--- config.mk ---
export PLATFORM = sky130hd
export DESIGN_NAME = rrwc_front
export DESIGN_NICKNAME = d
export VERILOG_FILES = /design/src/rtl/radio_rate_word_calculator_core_assert.svh /design/src/rtl/rrwc_pkg.sv /design/src/rtl/rrwc_front.sv
export SDC_FILE = /design/constraint.sdc
export NUM_CORES = 1
export LEC_CHECK = 0
export BUFFER_PORTS_ARGS = -buffer_cell sky130_fd_sc_hd__buf_4
export CAP_MARGIN = 20
export CORE_MARGIN = 5
export CORE_UTILIZATION = 57
export CTS_CLUSTER_DIAMETER = 120
export CTS_CLUSTER_SIZE = 25
export DETAILED_ROUTE_END_ITERATION = 10
export PLACE_DENSITY = 0.79
export SLEW_MARGIN = 15
export SYNTH_ARGS = -nofsm -noshare
export SYNTH_HDL_FRONTEND = slang
export SYNTH_SLANG_ARGS = --single-unit
--- constraint.sdc ---
create_clock -name clk -period 6.5 [get_ports clk]
set_input_delay 1.3 -clock clk [delete_from_list [all_inputs] [get_ports clk]]
set_output_delay 1.3 -clock clk [all_outputs]
set_load 0.01 [all_outputs]
--- src/rtl/radio_rate_word_calculator_core_assert.svh ---
// Assertion macros for the rate word calculator.
`ifndef RADIO_RATE_WORD_CALCULATOR_CORE_ASSERT_SVH
`define RADIO_RATE_WORD_CALCULATOR_CORE_ASSERT_SVH

// Condition that must hold on every clock outside reset.
`define RRWC_ASSERT(lbl, clk, rst, cond, msg) \
  lbl: assert property (@(posedge clk) disable iff (rst) (cond)) else $error(msg);

// Same-cycle implication.
`define RRWC_ASSERT_IMP(lbl, clk, rst, ante, cons, msg) \
  lbl: assert property (@(posedge clk) disable iff (rst) (ante) |-> (cons)) else $error(msg);

`endif

--- src/rtl/rrwc_pkg.sv ---
`timescale 1ns / 1ps
`default_nettype none
// ---------------------------------------------------------------------------
// rrwc_pkg
// Shared widths, baud and bandwidth tables, leading-one encoder.
// ---------------------------------------------------------------------------
package rrwc_pkg;

  localparam int XW      = 25;
  localparam int IdxW    = 4;
  localparam int ModW    = 16;
  localparam int BaudW   = 17;
  localparam int ProdW   = 33;
  localparam int CarW    = 34;
  localparam int DivW    = 45;
  localparam int RemW    = 25;
  localparam int PosW    = 6;
  localparam int BwW     = 4;
  localparam int NumLim  = 16;
  localparam int RateShift = 28;
  localparam int DevShift  = 9;

  localparam logic [XW-1:0] CrystalReset = 25'd26000000;

  // bandwidth limits, pre-scaled by 128 (Carson sum compared at half scale)
  localparam logic [CarW-1:0] BwLimit [NumLim] = '{
    34'(812000 * 128), 34'(650000 * 128), 34'(541000 * 128), 34'(464000 * 128),
    34'(406000 * 128), 34'(325000 * 128), 34'(270000 * 128), 34'(232000 * 128),
    34'(203000 * 128), 34'(162000 * 128), 34'(135000 * 128), 34'(116000 * 128),
    34'(102000 * 128), 34'(81000 * 128),  34'(68000 * 128),  34'(58000 * 128)
  };

  function automatic logic [BaudW-1:0] baud_of(input logic [IdxW-1:0] idx);
    logic [BaudW-1:0] b;
    case (idx)
      4'd0:    b = 17'd50;
      4'd1:    b = 17'd110;
      4'd2:    b = 17'd300;
      4'd3:    b = 17'd600;
      4'd4:    b = 17'd1200;
      4'd5:    b = 17'd2400;
      4'd6:    b = 17'd4800;
      4'd7:    b = 17'd9600;
      4'd8:    b = 17'd14400;
      4'd9:    b = 17'd19200;
      4'd10:   b = 17'd28800;
      4'd11:   b = 17'd38400;
      4'd12:   b = 17'd57600;
      4'd13:   b = 17'd76800;
      default: b = 17'd115200;
    endcase
    return b;
  endfunction

  function automatic logic [PosW-1:0] lead_one(input logic [DivW-1:0] v);
    logic [PosW-1:0] p;
    p = '0;
    for (int i = 1; i < DivW; i++) begin
      if (v[i]) p = PosW'(i);
    end
    return p;
  endfunction

endpackage
`default_nettype wire

--- src/rtl/rrwc_front.sv ---
`timescale 1ns / 1ps
`default_nettype none
// ---------------------------------------------------------------------------
// rrwc_front
// Baud lookup, deviation and Carson products, bandwidth search (3 stages).
// ---------------------------------------------------------------------------
module rrwc_front (
  input  wire logic                        clk,
  input  wire logic                        rst,
  input  wire logic                        adv,
  input  wire logic                        in_v,
  input  wire logic [rrwc_pkg::IdxW-1:0]   rate_index,
  input  wire logic [rrwc_pkg::ModW-1:0]   modulation_index,
  input  wire logic [rrwc_pkg::XW-1:0]     crystal,
  output logic                             out_v,
  output logic [rrwc_pkg::XW-1:0]          x_out,
  output logic [rrwc_pkg::DivW-1:0]        dvd_rate,
  output logic [rrwc_pkg::DivW-1:0]        dvd_dev,
  output logic [rrwc_pkg::BwW-1:0]         bw_code
);
  import rrwc_pkg::*;

  logic             v1, v2, v3;
  logic [BaudW-1:0] b1, b3;
  logic [ModW-1:0]  m1;
  logic [XW-1:0]    x1, x2, x3;
  logic [ProdW-1:0] d2, d3;
  logic [CarW-1:0]  c2;
  logic [BaudW-1:0] b2;
  logic [BwW-1:0]   bw_next;

  always_comb begin
    bw_next = BwW'(NumLim - 1);
    for (int k = NumLim - 1; k >= 0; k--) begin
      if (c2 > BwLimit[k]) bw_next = BwW'(k);
    end
  end

  always_ff @(posedge clk) begin
    if (rst) begin
      v1 <= 1'b0;
      v2 <= 1'b0;
      v3 <= 1'b0;
    end else if (adv) begin
      v1 <= in_v;
      v2 <= v1;
      v3 <= v2;
    end
  end

  always_ff @(posedge clk) begin
    if (adv) begin
      b1 <= baud_of(rate_index);
      m1 <= modulation_index;
      x1 <= (crystal == '0) ? XW'(1) : crystal;
      x2 <= x1;
      b2 <= b1;
      d2 <= ProdW'(b1 * m1);
      c2 <= CarW'(b1 * ({1'b0, m1} + 17'd256));
      x3 <= x2;
      b3 <= b2;
      d3 <= d2;
      bw_code <= bw_next;
    end
  end

  assign out_v    = v3;
  assign x_out    = x3;
  assign dvd_rate = {b3, {RateShift{1'b0}}};
  assign dvd_dev  = {{(DivW - ProdW - DevShift){1'b0}}, d3, {DevShift{1'b0}}};

endmodule
`default_nettype wire

==> metrics <==
CP Launch Type=flop; Avg Inst Size Synth=10.5 um^2; H-tree Lvls=1; io pins=169; mapped cell area=0.0262 mm^2; routability-driven placement congestion ratio=0.950; worst hold-check path type=flop to flop; outcome=finished, violations left; max-slew violation count=0; worst slew pin tran=0.908 ns; vias per cell=5.55; core area=0.0454 mm^2; Slew headroom=0.390; f_max=153 MHz; WHS Path Cells=0; IO Port Bufs=126; final instance area=0.0295 mm^2; Overflow after GRT=0; WP data arrival=6.82 ns; CTS tree=built; initial drt markers=1544; Post-layout nets=3334; Post-synth ARST share=0; Reg2Reg Depth=23; fin crit share=1.01; DP Area=0.0281 mm^2; First-pass DRT Iterations=5; P&R area growth vs syn=12.6%; Post-synth EDFFs=238; most frequent cells in the layout=511 x inv_1, 400 x fa_1, 253 x buf_4, 252 x nand2_1, 238 x edfxtp_1; Worst Clk Skew=0.0425 ns; grt peak-use layer=met2; initial core utilization=0.577; initial antenna violation count=0; Final WS setup=-0.0369 ns; Crit Path Max Fanout=6; commonest non-fill, non-tap cell in the layout=inv_1; Max Cap Viol=0; FF+latch count, synth=241; Setup Viol. Count Final=3; Primary FF master, synth=edfxtp_1; first-pass GRT wire length=96300 um; RSZ-0062 raised after global routing=yes; routed vias=18145; die area=0.0503 mm^2; die width=224 um; Mapped Cells=2500; met1 global-route usage=0.302; n_diodes=0; Routed WL per cell=18.0 um; critical path endpoint category=flop; post-DP HPWL=45400 um; DRC=0; Final ANT Viol Nets=0; Rows=78; total global-route track usage=0.233; Req. time, crit path=6.79 ns; layout cell share with drive strength beyond 1=0.141; register area share after synthesis=0.275; vias in the first global route=19505; fin crit period=6.54 ns; Synth Warn #=0; clk sinks=241; Skew-Pair Late Insertion Delay=0.54 ns; met2 Use GR=0.408; failing checks=negative setup slack; CTS root buf=clkbuf_16; Netlist cell types=74; Crit Path Category=flop to flop; chip height=224 um; largest net degree at the start of global routing=126; clock transition at the registers of the reported paths=0.11 ns; CTS buffer count=14; clk buf depth=3; GR Util met3=0.0325; total wire length=58800 um; Hold Vio Cnt, Final=0
==> logic make-up (layout without fill, tap and decap cells) <==
family	count (synthesis)	in the layout	synth area share
AND/OR/NAND/NOR	670	670	0.132
adder cells (fa/ha/maj)	620	620	0.412
AO/OA/AOI/OAI	226	226	0.0558
XOR/XNOR	59	59	0.0197
other	1	42	0.000143
multiplexers	6	6	0.00229
flip-flops	241	241	0.275
buffers and inverters	677	808	0.103
==> path summary, 6_finish.rpt <==
path	startpoint	to	slack [ns]
hold reg to reg	b2[9]	b3[9]	0.41
hold / removal	b2[9]	b3[9]	0.41
setup reg to reg	m1[8]	c2[33]	-0.04
setup / recovery	m1[8]	c2[33]	-0.04
==> synth_stat cells, types with 11 or more instances <==
library cell / instances / area, um^2
inv_1: 515 / 1930
fa_1: 403 / 8070
nand2_1: 254 / 953
edfxtp_1: 238 / 7150
ha_1: 217 / 2720
and2_1: 182 / 1140
clkbuf_1: 116 / 435
a21oi_1: 65 / 325
nor2_1: 53 / 199
buf_4: 42 / 315
xnor2_1: 40 / 350
nor3_1: 33 / 165
nand3_1: 31 / 155
o21ai_0: 29 / 145
nand2b_1: 23 / 144
xor2_1: 19 / 166
a21o_1: 18 / 135
a31oi_1: 17 / 106
nor4_1: 17 / 106
o21ai_1: 15 / 75.1
nor2b_1: 12 / 75.1
and3_1: 11 / 68.8
==> layout make-up <==
class	count	area, um^2
clock buffer	19	400
clock inverter	4	42.5
fill	3312	15900
inverter	516	1940
multi-input combinational	1623	17000
sequential	241	7210
tap	600	751
timing repair buffer	269	2160
==> timing repair <==
action	in CTS	in global routing
pin swaps	11	61
gates cloned	1	0
setup endpoints to repair	8	21
hold buffers	0	0
buffers inserted	29	21
gates resized for setup	30	69
==> per-stage QoR <==
step | util | worst slack (ns) | TNS (ns) | instances | hold WS (ns)
finish | 0.649 | -0.0369 | -0.0572 | 3272 | 0.408
global route | 0.649 | -0.235 | -1.44 | 3272 | 0.426
CTS | 0.638 | -0.0268 | -0.0656 | 3252 | 0.415
detailed placement | 0.618 | -0.334 | -0.801 | 3199 | 0.405
global placement | 0.618 | 0.0827 | 0 | 3199 | 0.401
floorplan | - | 0.00398 | 0 | 2541 | 0.400
==> layer usage <==
layer	up-vias	routed length (um)
met5	-	0
met4	0	2240
met3	163	4060
met2	749	29900
met1	9086	22600
li1	8147	-
==> critical path, cell delays in order (launching register included) <==
cell and delay [ns]:
edfxtp_1 0.52, ha_4 0.23, nand3_4 0.11, nor2_4 0.19, xor2_4 0.27, nand2_2 0.11, fa_1 0.53, fa_1 0.55
inv_1 0.05, fa_1 0.45, fa_1 0.48, fa_1 0.49, inv_1 0.05, fa_1 0.49, inv_2 0.04, ha_4 0.22
a21o_1 0.20, a21oi_2 0.13, o21a_1 0.18, o21ai_2 0.09, o2111a_2 0.28, or3_4 0.34, a211oi_2 0.22, nor3_1 0.07
==> flip-flops by register name, summed over array words and instances (netlist names) <==
name     flops
m1          16
v1           1
bw_code      4
b2          16
b1          16
b3          16
d3          32
c2          31
x2          25
v2           1
out_v        1
x1          25
x_out       25
d2          32
Power is not shown: default switching activity piles up to over one toggle a cycle in this logic, so the estimate is an artifact.
