### src/rtl/radio_rate_word_calculator_core_assert.svh
// Assertion macros for the rate word calculator.
`ifndef RADIO_RATE_WORD_CALCULATOR_CORE_ASSERT_SVH
`define RADIO_RATE_WORD_CALCULATOR_CORE_ASSERT_SVH

// Condition that must hold on every clock outside reset.
`define RRWC_ASSERT(lbl, clk, rst, cond, msg) \
  lbl: assert property (@(posedge clk) disable iff (rst) (cond)) else $error(msg);

// Same-cycle implication.
`define RRWC_ASSERT_IMP(lbl, clk, rst, ante, cons, msg) \
  lbl: assert property (@(posedge clk) disable iff (rst) (ante) |-> (cons)) else $error(msg);

`endif

### src/rtl/rrwc_pkg.sv
`timescale 1ns / 1ps
`default_nettype none
// ---------------------------------------------------------------------------
// rrwc_pkg
// Shared widths, baud and bandwidth tables, leading-one encoder.
// ---------------------------------------------------------------------------
package rrwc_pkg;

  localparam int XW      = 25;
  localparam int IdxW    = 4;
  localparam int ModW    = 16;
  localparam int BaudW   = 17;
  localparam int ProdW   = 33;
  localparam int CarW    = 34;
  localparam int DivW    = 45;
  localparam int RemW    = 25;
  localparam int PosW    = 6;
  localparam int BwW     = 4;
  localparam int NumLim  = 16;
  localparam int RateShift = 28;
  localparam int DevShift  = 9;

  localparam logic [XW-1:0] CrystalReset = 25'd26000000;

  // bandwidth limits, pre-scaled by 128 (Carson sum compared at half scale)
  localparam logic [CarW-1:0] BwLimit [NumLim] = '{
    34'(812000 * 128), 34'(650000 * 128), 34'(541000 * 128), 34'(464000 * 128),
    34'(406000 * 128), 34'(325000 * 128), 34'(270000 * 128), 34'(232000 * 128),
    34'(203000 * 128), 34'(162000 * 128), 34'(135000 * 128), 34'(116000 * 128),
    34'(102000 * 128), 34'(81000 * 128),  34'(68000 * 128),  34'(58000 * 128)
  };

  function automatic logic [BaudW-1:0] baud_of(input logic [IdxW-1:0] idx);
    logic [BaudW-1:0] b;
    case (idx)
      4'd0:    b = 17'd50;
      4'd1:    b = 17'd110;
      4'd2:    b = 17'd300;
      4'd3:    b = 17'd600;
      4'd4:    b = 17'd1200;
      4'd5:    b = 17'd2400;
      4'd6:    b = 17'd4800;
      4'd7:    b = 17'd9600;
      4'd8:    b = 17'd14400;
      4'd9:    b = 17'd19200;
      4'd10:   b = 17'd28800;
      4'd11:   b = 17'd38400;
      4'd12:   b = 17'd57600;
      4'd13:   b = 17'd76800;
      default: b = 17'd115200;
    endcase
    return b;
  endfunction

  function automatic logic [PosW-1:0] lead_one(input logic [DivW-1:0] v);
    logic [PosW-1:0] p;
    p = '0;
    for (int i = 1; i < DivW; i++) begin
      if (v[i]) p = PosW'(i);
    end
    return p;
  endfunction

endpackage
`default_nettype wire

### src/rtl/rrwc_norm.sv
`timescale 1ns / 1ps
`default_nettype none
// ---------------------------------------------------------------------------
// rrwc_norm
// Leading-one encode, then exponent/mantissa extraction into output regs.
// ---------------------------------------------------------------------------
module rrwc_norm (
  input  wire logic                      clk,
  input  wire logic                      rst,
  input  wire logic                      adv,
  input  wire logic                      in_v,
  input  wire logic [rrwc_pkg::DivW-1:0] quo_rate,
  input  wire logic [rrwc_pkg::DivW-1:0] quo_dev,
  input  wire logic [rrwc_pkg::BwW-1:0]  bw_in,
  output logic                           out_v,
  output logic [3:0]                     rate_exponent,
  output logic [7:0]                     rate_mantissa,
  output logic [2:0]                     deviation_exponent,
  output logic [2:0]                     deviation_mantissa,
  output logic [1:0]                     bandwidth_exponent,
  output logic [1:0]                     bandwidth_mantissa,
  output logic                           error_code
);
  import rrwc_pkg::*;
  `include "radio_rate_word_calculator_core_assert.svh"

  logic            v1, v2;
  logic [DivW-1:0] qr1, qd1, shr, shd;
  logic [BwW-1:0]  bw1;
  logic [PosW-1:0] lr1, ld1, er, ed;
  logic            err;

  assign er  = (lr1 >= PosW'(9)) ? (lr1 - PosW'(8)) : '0;
  assign ed  = ld1 - PosW'(3);
  assign err = (qd1[DivW-1:3] == '0);
  assign shr = qr1 >> er;
  assign shd = qd1 >> ed;

  always_ff @(posedge clk) begin
    if (rst) begin
      v1 <= 1'b0;
      v2 <= 1'b0;
    end else if (adv) begin
      v1 <= in_v;
      v2 <= v1;
    end
  end

  always_ff @(posedge clk) begin
    if (adv) begin
      qr1 <= quo_rate;
      qd1 <= quo_dev;
      bw1 <= bw_in;
      lr1 <= lead_one(quo_rate);
      ld1 <= lead_one(quo_dev);
      rate_exponent      <= er[3:0];
      rate_mantissa      <= shr[7:0];
      deviation_exponent <= err ? 3'd0 : ed[2:0];
      deviation_mantissa <= err ? 3'd0 : shd[2:0];
      bandwidth_exponent <= bw1[3:2];
      bandwidth_mantissa <= bw1[1:0];
      error_code         <= err;
    end
  end

  assign out_v = v2;

  `RRWC_ASSERT(a_rate_lead, clk, rst, !v1 || qr1[DivW-1:9] == '0 || lr1 >= PosW'(9), "rate lead")
  `RRWC_ASSERT_IMP(a_dev_lead, clk, rst, v1 && !err, ld1 >= PosW'(3), "deviation lead")
  `RRWC_ASSERT_IMP(a_err_zero, clk, rst, v2 && error_code,
                   deviation_exponent == 3'd0 && deviation_mantissa == 3'd0, "err fields")

endmodule
`default_nettype wire

### config.mk
export PLATFORM = sky130hd
export DESIGN_NAME = rrwc_norm
export DESIGN_NICKNAME = d
export VERILOG_FILES = /design/src/rtl/rrwc_pkg.sv /design/src/rtl/rrwc_norm.sv
export VERILOG_INCLUDE_DIRS = /design/src /design/src/rtl
export SDC_FILE = /design/constraint.sdc
export NUM_CORES = 1
export LEC_CHECK = 0
export BUFFER_PORTS_ARGS = -buffer_cell sky130_fd_sc_hd__buf_2
export CAP_MARGIN = 20
export CORE_AREA = 3 3 158 160
export CTS_CLUSTER_DIAMETER = 50
export CTS_CLUSTER_SIZE = 28
export DETAILED_ROUTE_END_ITERATION = 8
export DIE_AREA = 0 0 161 163
export PLACE_DENSITY = 0.53
export SYNTH_ARGS = -nofsm -noshare
export SYNTH_HDL_FRONTEND = slang
export SYNTH_SLANG_ARGS = --single-unit
### constraint.sdc
create_clock -name clk -period 6.6 [get_ports clk]
set_input_delay 1.32 -clock clk [delete_from_list [all_inputs] [get_ports clk]]
set_output_delay 1.32 -clock clk [all_outputs]
set_load 0.01 [all_outputs]
==> results.sh, run 1 <==
export IMPL_ant_nets=0
export IMPL_cts_tree="built"
export IMPL_final_common_cell="edfxtp_1"
export IMPL_tightest_slew_ps=1030
export IMPL_avgRoutedWirePerCell_um=19.6
export IMPL_nNetsFinal=953
export IMPL_design_area_um2=9650
export IMPL_cts_hold_buf=0
export IMPL_status="finished clean"
export IMPL_hpwl_um=17600
export IMPL_slew_headroom_pct=31.5
export IMPL_skew_ps=7.48
export IMPL_p_comb_share_pct=21.8
export IMPL_insertion_delay_ps=420
export IMPL_ioPinCount=122
export IMPL_hold_class="flip-flop to flip-flop"
export IMPL_cts_setup_buffers=0
export IMPL_grt_max_degree=81
export IMPL_syn_inst=743
export IMPL_fin_crit_sh_pct=53.5
export IMPL_rsz0062_at_grt="false"
export IMPL_p_leak_uw=0.00363
export IMPL_gp_congestion=0.930
export IMPL_cts_resized_gates=0
export IMPL_clkTransAtPathRegs_ps=60
export IMPL_crit_type="flip-flop to flip-flop"
export IMPL_synthDistinctLibCells=62
export IMPL_grt_pass1_vias=6650
export IMPL_drive_gt1_share_pct=23.9
export IMPL_wirelength_um=23200
export IMPL_cp_data_required_time_ps=6770
export IMPL_syn_area_um2=8210
export IMPL_cts_htree_levels=4
export IMPL_yosys_warnings=0
export IMPL_crit_path_end_kind="flip-flop"
export IMPL_numPortBuffers=121
export IMPL_layout_common_cells="edfxtp_1 (129), buf_2 (120), nand2_1 (75), mux2i_1 (70), nor2_1 (64)"
export IMPL_fill_cells=2321
export IMPL_cts_sinks=131
export IMPL_track_usage_pct=18.1
export IMPL_clock_power_share_pct=37.1
export IMPL_seq_area_frac_synth_pct=47.7
export IMPL_avgSynthCellArea_um2=11.0
export IMPL_crit_arrival_ps=3700
export IMPL_p_sw_uw=738
export IMPL_switching_share_pct=28.6
export IMPL_fp_dieArea_um2=26200
export IMPL_synth_seq_cells=131
export IMPL_finalHoldWorstSlack_ps=419
export IMPL_drt_initial_drc_count=495
export IMPL_die_w_um=161
export IMPL_period_needed_ps=3530
export IMPL_finalSetupViolCount=0
export IMPL_fin_tns_setup_ps=0
export IMPL_worst_ir_drop_vdd_v=0.000147
export IMPL_worstPathMaxFanout=41
export IMPL_setup_worst_path_start_class="flip-flop"
export IMPL_place_area_um2=9050
export IMPL_antenna_found_initial=1
export IMPL_cts_buffers=17
export IMPL_core_um2=23500
export IMPL_globalRoute_totalOverflow=0
export IMPL_initial_utilization_pct=34.9
export IMPL_seqPwrFrac_pct=41.1
export IMPL_num_vias=6587
export IMPL_syn_nets=843
export IMPL_hold_viol=0
export IMPL_max_clock_freq_ghz=0.283
export IMPL_rows=56
export IMPL_power_density_nw_per_um2=267
export IMPL_via_per_inst=5.55
export IMPL_die_h_um=163
export IMPL_async_flop_share_pct=0
export IMPL_cap_viol_max_count=0
export IMPL_route_detailed_drc=0
export IMPL_multi_input_area_um2=3980
export IMPL_drtPass1Iterations=7
export IMPL_synth_top_flop_cell="edfxtp_1"
export IMPL_seqCellArea_um2=3910
export IMPL_p_int_uw=1840
export IMPL_area_delta_synth_final_pct=17.6
export IMPL_finalMaxSlewViolations=0
export IMPL_clockBufferDepth=2
export IMPL_synth_enable_flop_cells=129
export IMPL_grt_pass1_wl_um=36800
export IMPL_root_buffer="clkbuf_16"
-- worst max-delay path, stage by stage, from the launching register on --
cell and delay, ps:
edfxtp_1 520, or3_1 600, nand2_2 670, inv_2 500
and3_1 300, a211oi_2 190, a211oi_1 70, or3_1 400
-- power groups by stage --
| stage | registers [uW] | logic (uW) | clock network, uW |
|---|---|---|---|
| detailed placement | 1080 | 559 | 0 |
| CTS | 1060 | 561 | 978 |
| global placement | 1070 | 563 | 0 |
| finish | 1060 | 561 | 956 |
| floorplan | 1060 | 386 | 0 |
| global route | 1070 | 618 | 1010 |
-- area by class of cell --
cell class | count | area share [%]
Multi-Input combinational cell | 550 | 41.3
Sequential cell | 131 | 40.6
Timing Repair Buffer | 129 | 6.93
Clock buffer | 18 | 4.45
Tap cell | 319 | 4.14
Clock inverter | 14 | 1.69
Inverter | 24 | 0.934
Antenna cell | 1 | 0.0259
-- flip-flops by register name, summed over array words and instances, names as in the netlist --
name / cells
v1: 1
deviation_mantissa: 3
bw1: 4
lr1: 6
qr1: 45
bandwidth_mantissa: 2
out_v: 1
rate_mantissa: 8
qd1: 45
ld1: 6
error_code: 1
deviation_exponent: 3
bandwidth_exponent: 2
rate_exponent: 4
-- logic make-up after synthesis --
group | Yosys count | share of synthesized area (%)
multiplexers | 112 | 18.7
buffers and inverters | 62 | 3.77
AND/OR/NAND/NOR | 238 | 13.5
AO/OA/AOI/OAI | 190 | 15.1
flip-flops | 131 | 47.7
XOR/XNOR | 8 | 0.854
adder cells (fa/ha/maj) | 2 | 0.305
-- final timing paths --
path | to | slack [ps] | depth (start not counted) | startpoint
setup / recovery | rate_mantissa[7] | 3070 | 7 | lr1[5]
hold / removal | bandwidth_mantissa[1] | 420 | 0 | bw1[1]
setup reg to reg | rate_mantissa[7] | 3070 | 7 | lr1[5]
hold reg to reg | bandwidth_mantissa[1] | 420 | 0 | bw1[1]
-- metal layers --
| layer | GRT usage, % | routed length, um |
|---|---|---|
| met5 | 0 | 0 |
| met4 | 7.27 | 818 |
| met3 | 3.48 | 1130 |
| met2 | 31.1 | 11600 |
| met1 | 22.4 | 9640 |
-- through the flow --
stage          setup WS (ps)  cells  power, uW  util (%)
2_1_floorplan           3960    743       1440         -
3_3_place_gp            3090   1153       1640      38.5
3_5_place_dp            3100   1153       1630      38.5
4_1_cts                 3100   1185       2600      41.0
5_1_grt                 2860   1186       2700      41.0
6_report                3070   1186       2570      41.0
-- synth_stat cells (all sizes together), types with 2 or more instances --
cell type	n	area (um^2)
a21boi	2	15.0
o32ai	2	17.5
nor4	27	169
o211ai	9	67.6
nor2	64	240
o221ai	5	43.8
a22oi	8	60.1
xor2	3	26.3
nand3	24	120
xnor2	5	43.8
nand4	4	25.0
a2111oi	2	17.5
a31oi	17	106
mux4	32	721
clkbuf	12	45.0
or3	7	43.8
o31ai	8	73.8
o311ai	4	35.0
mux2	10	113
nand2	77	308
a31o	2	17.5
a311oi	3	26.3
o21bai	6	45.0
ha	2	25.0
a21oi	59	295
and3	3	18.8
nor3	15	75.1
edfxtp	129	3870
o21ai	32	160
dfxtp	2	40.0
mux2i	70	701
nor2b	10	62.6
o2111ai	2	17.5
a221oi	3	26.3
a211o	3	26.3
nand2b	2	12.5
inv	24	90.1
and2	2	12.5
buf	26	174
a211oi	13	108
o41ai	4	35.0
Note: power is estimated with default switching activity, not from simulation.
==> run 2: changes to the inputs <==
--- a/config.mk
+++ b/config.mk
@@ -13,7 +13,7 @@
 export CTS_CLUSTER_SIZE = 28
 export DETAILED_ROUTE_END_ITERATION = 8
 export DIE_AREA = 0 0 161 163
-export PLACE_DENSITY = 0.53
+export PLACE_DENSITY = 0.55
 export SYNTH_ARGS = -nofsm -noshare
 export SYNTH_HDL_FRONTEND = slang
 export SYNTH_SLANG_ARGS = --single-unit
==> constraint.sdc (replaced) <==
create_clock -name clk -period 3.05 [get_ports clk]
set_input_delay 0.61 -clock clk [delete_from_list [all_inputs] [get_ports clk]]
set_output_delay 0.61 -clock clk [all_outputs]
set_load 0.01 [all_outputs]
==> results.sh, run 2 (synthesis gave the netlist of run 1 again) <==
export IMPL_cts_buffers=17
export IMPL_whs_endpoint="out_v"
export IMPL_hp_start="rst"
export IMPL_clockBufferDepth=2
export IMPL_grt_max_degree=54
export IMPL_finalMaxSlewViolations=0
export IMPL_period_needed_ps=2860
export IMPL_fp_dieArea_um2=26200
export IMPL_cts_htree_levels=4
export IMPL_p_leak_uw=0.00375
export IMPL_cp_data_required_time_ps=3330
export IMPL_tightest_slew_ps=712
export IMPL_area_delta_synth_final_pct=20.1
export IMPL_hold_depth=2
export IMPL_setup_worst_path_start_class="flip-flop"
export IMPL_ant_nets=0
export IMPL_drive_gt1_share_pct=26.2
export IMPL_final_util_pct=41.9
export IMPL_hold_class="input pin to flip-flop"
export IMPL_die_w_um=161
export IMPL_finalSetupViolCount=0
export IMPL_avgRoutedWirePerCell_um=19.3
export IMPL_route_met3_wl_um=1020
export IMPL_worst_ir_drop_vdd_v=0.000334
export IMPL_globalRoute_totalOverflow=0
export IMPL_grt_pass1_wl_um=36500
export IMPL_cts_hold_buf=0
export IMPL_layout_setup_ws_ps=191
export IMPL_grt_pass1_vias=6742
export IMPL_worstReg2RegStart="lr1[3]"
export IMPL_ioPinCount=122
export IMPL_crit_type="flip-flop to flip-flop"
export IMPL_insertion_delay_ps=410
export IMPL_finalHoldWorstSlack_ps=367
export IMPL_route_detailed_drc=0
export IMPL_core_um2=23500
export IMPL_die_h_um=163
export IMPL_final_common_cell="edfxtp_1"
export IMPL_rsz0062_at_grt="false"
export IMPL_max_clock_freq_ghz=0.350
export IMPL_met2_length_um=11800
export IMPL_wl_met1_um=9820
export IMPL_post_place_ws_ps=-19.9
export IMPL_clkTransAtPathRegs_ps=60
export IMPL_crit_path_end_kind="flip-flop"
export IMPL_rows=56
export IMPL_reg2regPathDepth=8
export IMPL_layout_common_cells="edfxtp_1 (129), buf_2 (120), nand2_1 (75), mux2i_1 (70), nor2_1 (64)"
export IMPL_largestRegisters="qd1 x45, qr1 x45, rate_mantissa x8"
export IMPL_status="finished clean"
export IMPL_fin_crit_sh_pct=93.7
export IMPL_slew_headroom_pct=51.9
export IMPL_skew_ps=7.35
export IMPL_power_total_uw=5570
export IMPL_top_layer_used="met4"
export IMPL_hold_viol=0
export IMPL_ff2ff_setup_slack_ps=190
export IMPL_root_buffer="clkbuf_16"
export IMPL_cap_viol_max_count=0
export IMPL_hpwl_um=18200
export IMPL_numPortBuffers=121
export IMPL_gp_congestion=0.888
export IMPL_num_vias=6691
export IMPL_cts_sinks=131
export IMPL_drt_initial_drc_count=507
export IMPL_fin_tns_setup_ps=0
export IMPL_drtPass1Iterations=5
export IMPL_via_per_inst=5.54
export IMPL_cts_setup_buffers=0
export IMPL_power_density_nw_per_um2=565
export IMPL_antenna_found_initial=1
export IMPL_wirelength_um=23300
export IMPL_track_usage_pct=17.7
export IMPL_crit_arrival_ps=3140
export IMPL_worstPathMaxFanout=16
export IMPL_nNetsFinal=974
export IMPL_rr_endpoint="rate_mantissa[3]"
export IMPL_initial_utilization_pct=34.9
export IMPL_cts_tree="built"
[run 2: layout make-up]
class                   instances  area [um^2]
diodes                          1         2.50
clock buffers                  17          425
clock inverters                15          158
fillers                      2317        13700
inverters                      24         90.1
multi-input cells             550         3990
flip-flops and latches        131         3910
well taps                     319          399
repair buffers                150          876
[run 2: metal layers]
metal  vias up  global-route usage [%]
met5         -                       0
met4         0                    6.49
met3        35                    2.75
met2       230                    31.3
met1      3228                    22.1
li1       3198                       -
[run 2: worst max path at each step]
stage / start / end / slack (ps) / cells after the start
finish: lr1[3] / rate_mantissa[3] / 190 / 8
detailed placement: lr1[5] / rate_mantissa[3] / -20 / 8
global route: lr1[3] / rate_mantissa[3] / 70 / 8
floorplan: ld1[0] / deviation_mantissa[2] / 410 / 8
CTS: lr1[3] / rate_mantissa[3] / 70 / 8
global placement: lr1[5] / rate_mantissa[3] / -40 / 8
[run 2: timing repair]
item	4_1_cts	5_1_grt
hold endpoints to repair	0	0
setup endpoints to repair	1	1
cloned	0	0
gates resized for setup	1	1
[run 2: worst max-delay path, stage by stage, from the launching register on]
cell and delay [ps]:
edfxtp_1 560, or3_4 480, nand2_8 190, buf_4 210, a221oi_1 60, a31oi_1 240, mux2i_1 130, a2111oi_1 650
or3_1 200
[run 2: stage by stage]
step,instance area (um^2),instances
final,9850,1207
after global routing,9850,1207
after CTS,9850,1206
after detailed placement,9260,1174
after global placement,9260,1174
after floorplan,8210,743
[run 2: power by group]
group          total (uW)  switching, uW  internal, uW
logic                1270            695           574
registers            2280            120          2160
clock network        2020            808          1210
